--- config.mk ---
export PLATFORM = sky130hd
export DESIGN_NAME = coalescing_load_wait_table_flat
export DESIGN_NICKNAME = d
export VERILOG_FILES = /design/src/hw/rtl/clwt_pkg.sv /design/src/hw/rtl/clwt_req_if.sv /design/src/hw/rtl/clwt_rsp_if.sv /design/src/hw/rtl/coalescing_load_wait_table.sv /design/src/flat_wrapper.sv
export VERILOG_INCLUDE_DIRS = /design/src /design/src/hw/rtl
export SDC_FILE = /design/constraint.sdc
export NUM_CORES = 2
export LEC_CHECK = 0
export ABC_AREA = 0
export BUFFER_PORTS_ARGS = -buffer_cell sky130_fd_sc_hd__buf_4
export CAP_MARGIN = 10
export CORE_ASPECT_RATIO = 1.75
export CORE_MARGIN = 2
export CORE_UTILIZATION = 42
export CTS_CLUSTER_DIAMETER = 200
export CTS_CLUSTER_SIZE = 12
export DETAILED_ROUTE_END_ITERATION = 16
export PLACE_DENSITY = 0.65
export SLEW_MARGIN = 20
export SYNTH_ARGS = -nofsm -noshare
export SYNTH_HDL_FRONTEND = slang
export SYNTH_SLANG_ARGS = --single-unit
--- constraint.sdc ---
create_clock -name i_clk -period 18.8 [get_ports i_clk]
set_input_delay 2.82 -clock i_clk [delete_from_list [all_inputs] [get_ports i_clk]]
set_output_delay 2.82 -clock i_clk [all_outputs]
set_load 0.01 [all_outputs]
--- src/hw/rtl/coalescing_load_wait_table_macros.svh ---
// Assertion macros for the coalescing load wait table.
// Included by files that carry concurrent assertions; no other dependencies.
`ifndef COALESCING_LOAD_WAIT_TABLE_MACROS_SVH
`define COALESCING_LOAD_WAIT_TABLE_MACROS_SVH

`ifndef SYNTH
// Checked property, disabled while reset is asserted (active low)
`define CLWT_ASSERT(lbl, clk, rst_n, prop, msg) \
    lbl: assert property (@(posedge clk) disable iff (!rst_n) prop) else $error(msg);
// Checked property, also evaluated during reset
`define CLWT_ASSERT_ALWAYS(lbl, clk, prop, msg) \
    lbl: assert property (@(posedge clk) prop) else $error(msg);
`else
`define CLWT_ASSERT(lbl, clk, rst_n, prop, msg)
`define CLWT_ASSERT_ALWAYS(lbl, clk, prop, msg)
`endif

`endif

--- src/hw/rtl/clwt_pkg.sv ---
// Shared types and constants of the coalescing load wait table.
// No dependencies; used by the response channel interface, the top level and the testbench.
package clwt_pkg;

    // Default table depth
    localparam int ENTRIES_DEF = 16;

    // Operation codes of the func field
    localparam logic [1:0] FN_REQUEST  = 2'd0;
    localparam logic [1:0] FN_COMPLETE = 2'd1;
    localparam logic [1:0] FN_RELEASE  = 2'd2;

    // Saturation value of the waiter count
    localparam logic [7:0] CNT_MAX = 8'hFF;

    // Result status codes
    typedef enum logic [2:0] {
        ST_OK        = 3'd0,
        ST_FULL      = 3'd1,
        ST_NOT_FOUND = 3'd2,
        ST_NOT_READY = 3'd3,
        ST_SATURATED = 3'd4
    } t_status;

    // One table entry as kept in the entry memory
    typedef struct packed {
        logic [15:0] type_id;
        logic [31:0] asset_key;
        logic [7:0]  waiters;
        logic        ready;
        logic [31:0] handle;
    } t_entry;

endpackage

--- src/hw/rtl/clwt_req_if.sv ---
// Request channel of the coalescing load wait table: valid/ready plus payload.
// Depends on nothing; the sink side is the table.
interface clwt_req_if;
    logic        valid;
    logic        ready;
    logic [1:0]  func;
    logic [15:0] type_id;
    logic [31:0] asset_key;
    logic [31:0] asset_handle;
    logic [3:0]  slot;

    modport source (output valid, func, type_id, asset_key, asset_handle, slot, input ready);
    modport sink   (input valid, func, type_id, asset_key, asset_handle, slot, output ready);
endinterface

--- src/hw/rtl/clwt_rsp_if.sv ---
// Response channel of the coalescing load wait table: valid/ready plus payload.
// Depends on clwt_pkg for the status type.
interface clwt_rsp_if;
    logic                valid;
    logic                ready;
    clwt_pkg::t_status   status;
    logic                hit_existing;
    logic [3:0]          slot_out;
    logic [31:0]         handle_out;
    logic                entry_freed;

    modport source (output valid, status, hit_existing, slot_out, handle_out, entry_freed,
                    input ready);
    modport sink   (input valid, status, hit_existing, slot_out, handle_out, entry_freed,
                    output ready);
endinterface

--- src/hw/rtl/coalescing_load_wait_table.sv ---
// Coalescing load wait table: table of pending loads with waiter counts.
// Depends on clwt_pkg, clwt_req_if, clwt_rsp_if and the assertion macro header.
//
// Usage:
//   i_req carries one operation per transaction: request (look up by type id
//   and key, join or allocate), completion (store handle, mark ready) or
//   release (hand back the handle of a slot and drop one waiter).
//   o_rsp returns exactly one result transaction per accepted operation.
// Sequencing:
//   Request and completion walk the entry memory one entry per cycle, then
//   pass through S_LAST to S_DONE, where the result is registered once the
//   output register is free; the next operation is taken only after the
//   table has returned to S_IDLE. A release reads its slot directly (S_RDREL,
//   then S_DONE). An unused code goes straight from S_IDLE to S_DONE.
//   The single read port of the entry memory is why the scan reads one entry at a time.
// Reset:
//   Synchronous active-low i_rst_n clears all entry valid bits and the
//   control state; the entry memory itself is not cleared.
// Stall:
//   A finished result sits in the output register. A new operation may be
//   accepted while it waits; that operation holds before write-back until
//   the pending result has been taken.
`include "coalescing_load_wait_table_macros.svh"

module coalescing_load_wait_table #(
    parameter int ENTRIES = clwt_pkg::ENTRIES_DEF
) (
    input  logic        i_clk,
    input  logic        i_rst_n,
    clwt_req_if.sink    i_req,
    clwt_rsp_if.source  o_rsp
);
    import clwt_pkg::*;

    localparam int IW = (ENTRIES > 1) ? $clog2(ENTRIES) : 1;
    localparam int SW = (IW > 4) ? IW : 4;
    localparam logic [IW-1:0] IDX_LAST = IW'(ENTRIES - 1);

    typedef enum logic [4:0] {
        S_IDLE  = 5'b00001,
        S_SCAN  = 5'b00010,
        S_LAST  = 5'b00100,
        S_RDREL = 5'b01000,
        S_DONE  = 5'b10000
    } t_state;

    t_state r_state, n_state;

    // Entry memory and its registered read port
    t_entry        r_mem [ENTRIES];
    t_entry        r_rd_data;
    logic          mem_re;
    logic [IW-1:0] mem_raddr;
    logic          mem_we;
    logic [IW-1:0] mem_waddr;
    t_entry        mem_wdata;

    // Valid bits, one flop per entry
    logic [ENTRIES-1:0] r_valid;

    // Latched operation
    logic [1:0]    r_func;
    logic [15:0]   r_type;
    logic [31:0]   r_key;
    logic [31:0]   r_handle;
    logic [IW-1:0] r_rel_idx;
    logic          r_rel_ok;

    // Scan state
    logic [IW-1:0] r_idx;
    logic          r_chk;
    logic [IW-1:0] r_chk_idx;
    logic          r_hit;
    logic [IW-1:0] r_hit_idx;
    t_entry        r_hit_data;
    logic          r_free_found;
    logic [IW-1:0] r_free_idx;

    // Output register
    logic        r_out_valid;
    t_status     r_out_status;
    logic        r_out_hit;
    logic [3:0]  r_out_slot;
    logic [31:0] r_out_hand;
    logic        r_out_freed;

    // Result of the write-back step
    t_status     res_status;
    logic        res_hit;
    logic [3:0]  res_slot;
    logic [31:0] res_hand;
    logic        res_freed;
    logic        upd_we;
    logic        set_valid;
    logic        clr_valid;
    logic [7:0]  rel_cnt;

    logic          req_fire;
    logic          out_free;
    logic          done_fire;
    logic [SW-1:0] slot_ext;
    logic          entry_match;

    assign req_fire    = i_req.valid && i_req.ready;
    assign out_free    = !r_out_valid || o_rsp.ready;
    assign done_fire   = (r_state == S_DONE) && out_free;
    assign slot_ext    = SW'(i_req.slot);
    assign i_req.ready = (r_state == S_IDLE);

    assign entry_match = r_valid[r_chk_idx] && (r_rd_data.type_id == r_type)
                         && (r_rd_data.asset_key == r_key);

    // Next state
    always_comb begin
        n_state = r_state;
        unique case (r_state)
            S_IDLE: begin
                if (req_fire) begin
                    if (i_req.func == FN_RELEASE) begin
                        n_state = S_RDREL;
                    end else if (i_req.func == FN_REQUEST || i_req.func == FN_COMPLETE) begin
                        n_state = S_SCAN;
                    end else begin
                        n_state = S_DONE;
                    end
                end
            end
            S_SCAN: begin
                if (r_idx == IDX_LAST) begin
                    n_state = S_LAST;
                end
            end
            S_LAST:  n_state = S_DONE;
            S_RDREL: n_state = S_DONE;
            S_DONE: begin
                if (out_free) begin
                    n_state = S_IDLE;
                end
            end
            default: n_state = S_IDLE;
        endcase
    end

    // Memory read port control
    always_comb begin
        mem_re    = 1'b0;
        mem_raddr = r_idx;
        if (r_state == S_SCAN) begin
            mem_re = 1'b1;
        end else if (r_state == S_RDREL) begin
            mem_re    = 1'b1;
            mem_raddr = r_rel_idx;
        end
    end

    // Result and write-back decision
    always_comb begin
        res_status = ST_NOT_FOUND;
        res_hit    = 1'b0;
        res_slot   = 4'd0;
        res_hand   = 32'd0;
        res_freed  = 1'b0;
        upd_we     = 1'b0;
        set_valid  = 1'b0;
        clr_valid  = 1'b0;
        mem_waddr  = r_hit_idx;
        mem_wdata  = r_hit_data;
        rel_cnt    = (r_rd_data.waiters != 8'd0) ? r_rd_data.waiters - 8'd1 : 8'd0;
        case (r_func)
            FN_REQUEST: begin
                if (r_hit) begin
                    res_hit  = 1'b1;
                    res_slot = 4'(r_hit_idx);
                    if (r_hit_data.waiters == CNT_MAX) begin
                        res_status = ST_SATURATED;
                    end else begin
                        res_status        = ST_OK;
                        upd_we            = 1'b1;
                        mem_wdata.waiters = r_hit_data.waiters + 8'd1;
                    end
                end else if (r_free_found) begin
                    res_status = ST_OK;
                    res_slot   = 4'(r_free_idx);
                    upd_we     = 1'b1;
                    set_valid  = 1'b1;
                    mem_waddr  = r_free_idx;
                    mem_wdata  = '{type_id: r_type, asset_key: r_key, waiters: 8'd0,
                                   ready: 1'b0, handle: 32'd0};
                end else begin
                    res_status = ST_FULL;
                end
            end
            FN_COMPLETE: begin
                if (r_hit) begin
                    res_status       = ST_OK;
                    res_slot         = 4'(r_hit_idx);
                    upd_we           = 1'b1;
                    mem_wdata.handle = r_handle;
                    mem_wdata.ready  = 1'b1;
                    if (r_hit_data.waiters == 8'd0) begin
                        clr_valid = 1'b1;
                        res_freed = 1'b1;
                    end
                end
            end
            FN_RELEASE: begin
                mem_waddr = r_rel_idx;
                mem_wdata = r_rd_data;
                if (r_rel_ok && r_valid[r_rel_idx]) begin
                    res_slot = 4'(r_rel_idx);
                    if (!r_rd_data.ready) begin
                        res_status = ST_NOT_READY;
                    end else begin
                        res_status        = ST_OK;
                        res_hand          = r_rd_data.handle;
                        upd_we            = 1'b1;
                        mem_wdata.waiters = rel_cnt;
                        if (rel_cnt == 8'd0) begin
                            clr_valid = 1'b1;
                            res_freed = 1'b1;
                        end
                    end
                end
            end
            default: ;
        endcase
    end

    assign mem_we = done_fire && upd_we;

    // Entry memory: one write and one registered read per cycle
    always_ff @(posedge i_clk) begin
        if (mem_we) begin
            r_mem[mem_waddr] <= mem_wdata;
        end
        if (mem_re) begin
            r_rd_data <= r_mem[mem_raddr];
        end
    end

    // Control state
    always_ff @(posedge i_clk) begin
        if (!i_rst_n) begin
            r_state      <= S_IDLE;
            r_valid      <= '0;
            r_chk        <= 1'b0;
            r_hit        <= 1'b0;
            r_free_found <= 1'b0;
            r_idx        <= '0;
            r_out_valid  <= 1'b0;
        end else begin
            r_state <= n_state;

            // Valid bits change only at write-back
            if (done_fire && set_valid) begin
                r_valid[mem_waddr] <= 1'b1;
            end else if (done_fire && clr_valid) begin
                r_valid[mem_waddr] <= 1'b0;
            end

            // Scan bookkeeping
            if (req_fire) begin
                r_idx        <= '0;
                r_chk        <= 1'b0;
                r_hit        <= 1'b0;
                r_free_found <= 1'b0;
            end else if (r_state == S_SCAN) begin
                r_idx <= r_idx + 1'b1;
                r_chk <= 1'b1;
            end else begin
                r_chk <= 1'b0;
            end

            // Evaluate the entry read in the previous cycle
            if (r_chk) begin
                if (!r_hit && entry_match) begin
                    r_hit <= 1'b1;
                end
                if (!r_free_found && !r_valid[r_chk_idx]) begin
                    r_free_found <= 1'b1;
                end
            end

            // Output register
            if (done_fire) begin
                r_out_valid <= 1'b1;
            end else if (o_rsp.ready) begin
                r_out_valid <= 1'b0;
            end
        end
    end

    // Payload registers
    always_ff @(posedge i_clk) begin
        if (req_fire) begin
            r_func    <= i_req.func;
            r_type    <= i_req.type_id;
            r_key     <= i_req.asset_key;
            r_handle  <= i_req.asset_handle;
            r_rel_idx <= slot_ext[IW-1:0];
            r_rel_ok  <= (32'(i_req.slot) < 32'(ENTRIES));
        end
        if (r_state == S_SCAN) begin
            r_chk_idx <= r_idx;
        end
        if (r_chk && !r_hit && entry_match) begin
            r_hit_idx  <= r_chk_idx;
            r_hit_data <= r_rd_data;
        end
        if (r_chk && !r_free_found && !r_valid[r_chk_idx]) begin
            r_free_idx <= r_chk_idx;
        end
        if (done_fire) begin
            r_out_status <= res_status;
            r_out_hit    <= res_hit;
            r_out_slot   <= res_slot;
            r_out_hand   <= res_hand;
            r_out_freed  <= res_freed;
        end
    end

    assign o_rsp.valid        = r_out_valid;
    assign o_rsp.status       = r_out_status;
    assign o_rsp.hit_existing = r_out_hit;
    assign o_rsp.slot_out     = r_out_slot;
    assign o_rsp.handle_out   = r_out_hand;
    assign o_rsp.entry_freed  = r_out_freed;

    // Checks
    `CLWT_ASSERT(a_freed_ok, i_clk, i_rst_n, o_rsp.valid && o_rsp.entry_freed |-> o_rsp.status == ST_OK, "entry freed on a failing operation")
    `CLWT_ASSERT(a_hand_release, i_clk, i_rst_n, o_rsp.valid && o_rsp.handle_out != 32'd0 |-> o_rsp.status == ST_OK && !o_rsp.hit_existing, "handle returned outside a release")
    `CLWT_ASSERT(a_valid_stable, i_clk, i_rst_n, !done_fire |=> r_valid == $past(r_valid), "valid bits changed outside write-back")
    `CLWT_ASSERT(a_rsp_from_done, i_clk, i_rst_n, $rose(o_rsp.valid) |-> $past(r_state) == S_DONE, "result loaded outside write-back")

endmodule

--- src/flat_wrapper.sv ---
// flat-port wrapper written by rule: the top's interface ports become plain ports
module coalescing_load_wait_table_flat import clwt_pkg::*;
#(
    parameter int ENTRIES = clwt_pkg::ENTRIES_DEF
)
  (i_clk, i_rst_n, i_req_valid, i_req_func, i_req_type_id, i_req_asset_key, i_req_asset_handle, i_req_slot, i_req_ready, o_rsp_valid, o_rsp_status, o_rsp_hit_existing, o_rsp_slot_out, o_rsp_handle_out, o_rsp_entry_freed, o_rsp_ready);
  clwt_req_if i_req_i ();
  clwt_rsp_if o_rsp_i ();
  input  logic i_clk;
  input  logic i_rst_n;
  input wire logic [$bits(i_req_i.valid)-1:0] i_req_valid;
  input wire logic [$bits(i_req_i.func)-1:0] i_req_func;
  input wire logic [$bits(i_req_i.type_id)-1:0] i_req_type_id;
  input wire logic [$bits(i_req_i.asset_key)-1:0] i_req_asset_key;
  input wire logic [$bits(i_req_i.asset_handle)-1:0] i_req_asset_handle;
  input wire logic [$bits(i_req_i.slot)-1:0] i_req_slot;
  output wire logic [$bits(i_req_i.ready)-1:0] i_req_ready;
  output wire logic [$bits(o_rsp_i.valid)-1:0] o_rsp_valid;
  output wire logic [$bits(o_rsp_i.status)-1:0] o_rsp_status;
  output wire logic [$bits(o_rsp_i.hit_existing)-1:0] o_rsp_hit_existing;
  output wire logic [$bits(o_rsp_i.slot_out)-1:0] o_rsp_slot_out;
  output wire logic [$bits(o_rsp_i.handle_out)-1:0] o_rsp_handle_out;
  output wire logic [$bits(o_rsp_i.entry_freed)-1:0] o_rsp_entry_freed;
  input wire logic [$bits(o_rsp_i.ready)-1:0] o_rsp_ready;
  assign i_req_i.valid = i_req_valid;
  assign i_req_i.func = i_req_func;
  assign i_req_i.type_id = i_req_type_id;
  assign i_req_i.asset_key = i_req_asset_key;
  assign i_req_i.asset_handle = i_req_asset_handle;
  assign i_req_i.slot = i_req_slot;
  assign i_req_ready = i_req_i.ready;
  assign o_rsp_valid = o_rsp_i.valid;
  assign o_rsp_status = o_rsp_i.status;
  assign o_rsp_hit_existing = o_rsp_i.hit_existing;
  assign o_rsp_slot_out = o_rsp_i.slot_out;
  assign o_rsp_handle_out = o_rsp_i.handle_out;
  assign o_rsp_entry_freed = o_rsp_i.entry_freed;
  assign o_rsp_i.ready = o_rsp_ready;
  coalescing_load_wait_table #(.ENTRIES(ENTRIES)) u_core (.i_clk(i_clk), .i_rst_n(i_rst_n), .i_req(i_req_i), .o_rsp(o_rsp_i));
endmodule
==> summary.md <==
| Metric | Value |
|---|---|
| Status | finished clean |
| Internal power | ~6.7 mW |
| Clk_skew | approximately 0.069 ns |
| Cell taking the most area after synthesis | edfxtp_1 |
| DIE HEIGHT | between 500 and 600 um |
| Largest net degree at the start of global routing | ~190 |
| Total GRT Usage | roughly 22% |
| Clock Power Share | about 33% |
| IO Port Bufs | ~130 |
| Post-synthesis cell type count | 72 |
| Fin crit share | 34.35% |
| Fraction of layout cells with a size suffix above 1 | around 14% |
| # IOs | about 130 |
| TritonCTS Buffers | approximately 170 |
| DRT Pass-1 Iters | 9 |
| Sequential area share after synthesis | around three quarters |
| YS warnings | 0 |
| Post-synth EDFFs | 1741 |
| Tightest Pin Transition | around 1.2 ns |
| Total clock sinks | between 1500 and 2000 |
| First-pass GRT wire length | between 200000 and 300000 um |
| Most frequent cell after synthesis | edfxtp_1 |
| # rows | roughly 200 |
| Die Span X | roughly 320 um |
| R2R setup slack | roughly 13 ns |
| Worst-Skew Late Latency | just over 0.8 ns |
| Fin nets | about 4700 |
| Clock-pin slew on the worst setup and hold paths | roughly 0.060 ns |
| CTS HTree Levels | 4 |
| Synth Flop Type | edfxtp_1 |
| Fill count | about 14000 |
| CTS tree | built |
| Fin. Hold Viols | 0 |
| Crit path DAT | 6.87 ns |
| Drt drc | 0 |
| Hpwl dp | 116300 um |
| Final setup vio count | 0 |
| Root Driver | clkbuf_16 |
| Register bit total from synthesis | ~1800 |
| Final GP Congestion | 0.8695 |
| Maximum fanout along the worst path | 46 |
| Pre-CTS setup slack | ~12 ns |
| Net Sw Power | ~2.4 mW |
| Top-area cell type share of the netlist area | 72.65% |
| Normalized max-slew margin | 16.06% |
| Syn nets | between 4000 and 5000 |
| Core Util, Final | a little under half |
| Initial antenna violation count | 3 |
| Fin crit period | 6.458 ns |
| Vias per cell | 6.181 |
| Setup TNS | 0 ns |
| Slew Limit Fails | 0 |
| Max IR drop VDD | 0.06853 mV |
| Top post-synthesis cells by count | 1741 x edfxtp_1, 331 x mux2i_1, 289 x nand2_1, 227 x clkbuf_1, 216 x a21oi_1 |
| Setup bufs post-CTS | 0 |
| Power per cell area | between 100 and 150 mW/mm2 |
| Max Clk Rate | about 0.15 GHz |
| RSZ-0062 raised after global routing | no |
| Combinational power share | a little over an eighth |
| Syn Inst Count | about 4500 |
| Starting DRC count in detailed routing | between 4000 and 5000 |
| Routed WL per cell | about 29 um |
| Final WS setup | roughly 12 ns |
| Mapped Avg Cell Area | 16.00 um2 |
| Switch share | 26.08% |
| DR vias | 42510 |
| Cts repair resizes | 0 |
| Hold Crit Class | flop to flop |
| Syn Std Cell Area | approximately 0.07 mm2 |
| Starting Density | 42.14% |
| Reg power frac | 53.1% |
| Async S/R FF share, synth | 0% |
| Die area | between 0.15 and 0.2 mm2 |
| Startpoint Class | primary input |
| CTS Hold Bufs | 0 |
| ANT nets after route | 0 |
| Total leakage power | between 20 and 30 nW |
| Core area | 0.1708 mm2 |
| CP Capture Type | flop |
| Total of max-cap violations | 0 |
| Area grow syn2layout | 11.65% |
| Critical Path RT | 19.21 ns |
| Top cells by area, synth | edfxtp_1 73%, mux2i_1 4.6%, mux2_2 2.0%, a221o_1 1.8%, nand2_1 1.5% |
| Clock buffer depth | 4 |
| GRT overflow | 0 |
| Number of global-route vias before repair | ~43000 |
| Routed WL | 197300 um |
| CP Class | primary input to flop |
## power by group through the flow
stage          Clock (mW)  Combinational (mW)  Sequential [mW]
2_1_floorplan           0               0.733             4.86
3_3_place_gp            0                1.20             4.91
3_5_place_dp            0                1.23             4.91
4_1_cts              3.06                1.24             4.83
5_1_grt              3.19                1.32             4.83
6_report             3.02                1.24             4.83
## area by class of cell
type | instances | area, um2 | area share (%)
multi-input cells | 2390 | 18100 | 22.52
diodes | 1 | 2.502 | 0.003114
clock inverters | 7 | 68.82 | 0.08565
repair buffers | 267 | 2029 | 2.526
clock buffers | 186 | 4399 | 5.475
inverters | 24 | 92.59 | 0.1152
well taps | 2233 | 2794 | 3.477
flip-flops and latches | 1770 | 52860 | 65.79
## cells in the final DEF (no fill, tap or decap), types with 27 or more instances in the layout
master / instances
edfxtp_1: 1741
mux2i_1: 330
nand2_1: 286
buf_4: 265
a21oi_1: 214
clkbuf_16: 174
a221o_1: 133
mux2_2: 131
o21ai_0: 117
o22ai_1: 97
and3_1: 93
a222oi_1: 88
nor2_1: 81
o211ai_1: 81
mux2_1: 74
nor3_1: 62
a22oi_1: 55
a221oi_1: 49
a211o_1: 49
nand3_1: 42
xor2_1: 39
a211oi_1: 36
a21boi_0: 34
dfxtp_1: 28
nand2b_1: 27
## metrics by stage
step,hold WS (ns),instances,instance area (um2),total power [mW]
floorplan,0.4064,4499,71960,5.597
global placement,0.4375,6683,75870,6.107
detailed placement,0.4317,6684,75880,6.139
CTS,0.4461,6877,80350,9.124
global route,0.4592,6878,80350,9.342
finish,0.4477,6878,80350,9.084
## critical path, stage by stage
cell and delay, ns:
buf_4 0.07, nand2b_1 0.17, and4b_2 0.23, buf_4 0.49, nand2b_1 0.11, a41oi_1 0.43
nand2_1 0.38, nor2_4 0.81, buf_4 0.55, buf_4 0.65
## cell families after synthesis
kind of cell | Yosys count | synth area share, %
flops | 1770 | 73.46
compound gates | 1059 | 10.81
simple gates | 723 | 4.848
mux | 546 | 8.097
buf+inv | 339 | 1.982
xor+xnor | 53 | 0.6451
fa+ha+maj | 9 | 0.1565
## registers in the layout, summed over array words and instances, names as in the netlist, 4 cells and up, named ones only
signal,flops
u_core.o_rsp.handle_out,32
u_core.o_rsp.slot_out,4
u_core.r_chk_idx,4
u_core.r_free_idx,4
u_core.r_handle,32
u_core.r_hit_data,89
u_core.r_hit_idx,4
u_core.r_idx,4
u_core.r_key,32
u_core.r_mem,1424
u_core.r_rd_data,89
u_core.r_rel_idx,4
u_core.r_state,5
u_core.r_type,16
## per-layer routing
metal	vias to the layer above	share of wire, %	global-route usage [%]
li1	18330	-	-
met1	21742	37	26.74
met2	1931	52	39.59
met3	503	6.4	2.775
met4	4	4.5	9.978
met5	-	0.013	0
## final timing paths
path,startpoint,endpoint,depth (start not counted)
worst max register to register,u_core.r_rel_idx[0],u_core.r_mem[8][32],10
worst min-delay path,u_core.r_rd_data[20],u_core.r_hit_data[20],0
worst max-delay path,o_rsp_ready,u_core.r_mem[8][32],10
worst min register to register,u_core.r_rd_data[20],u_core.r_hit_data[20],0
(Power assumes the default switching activity.)
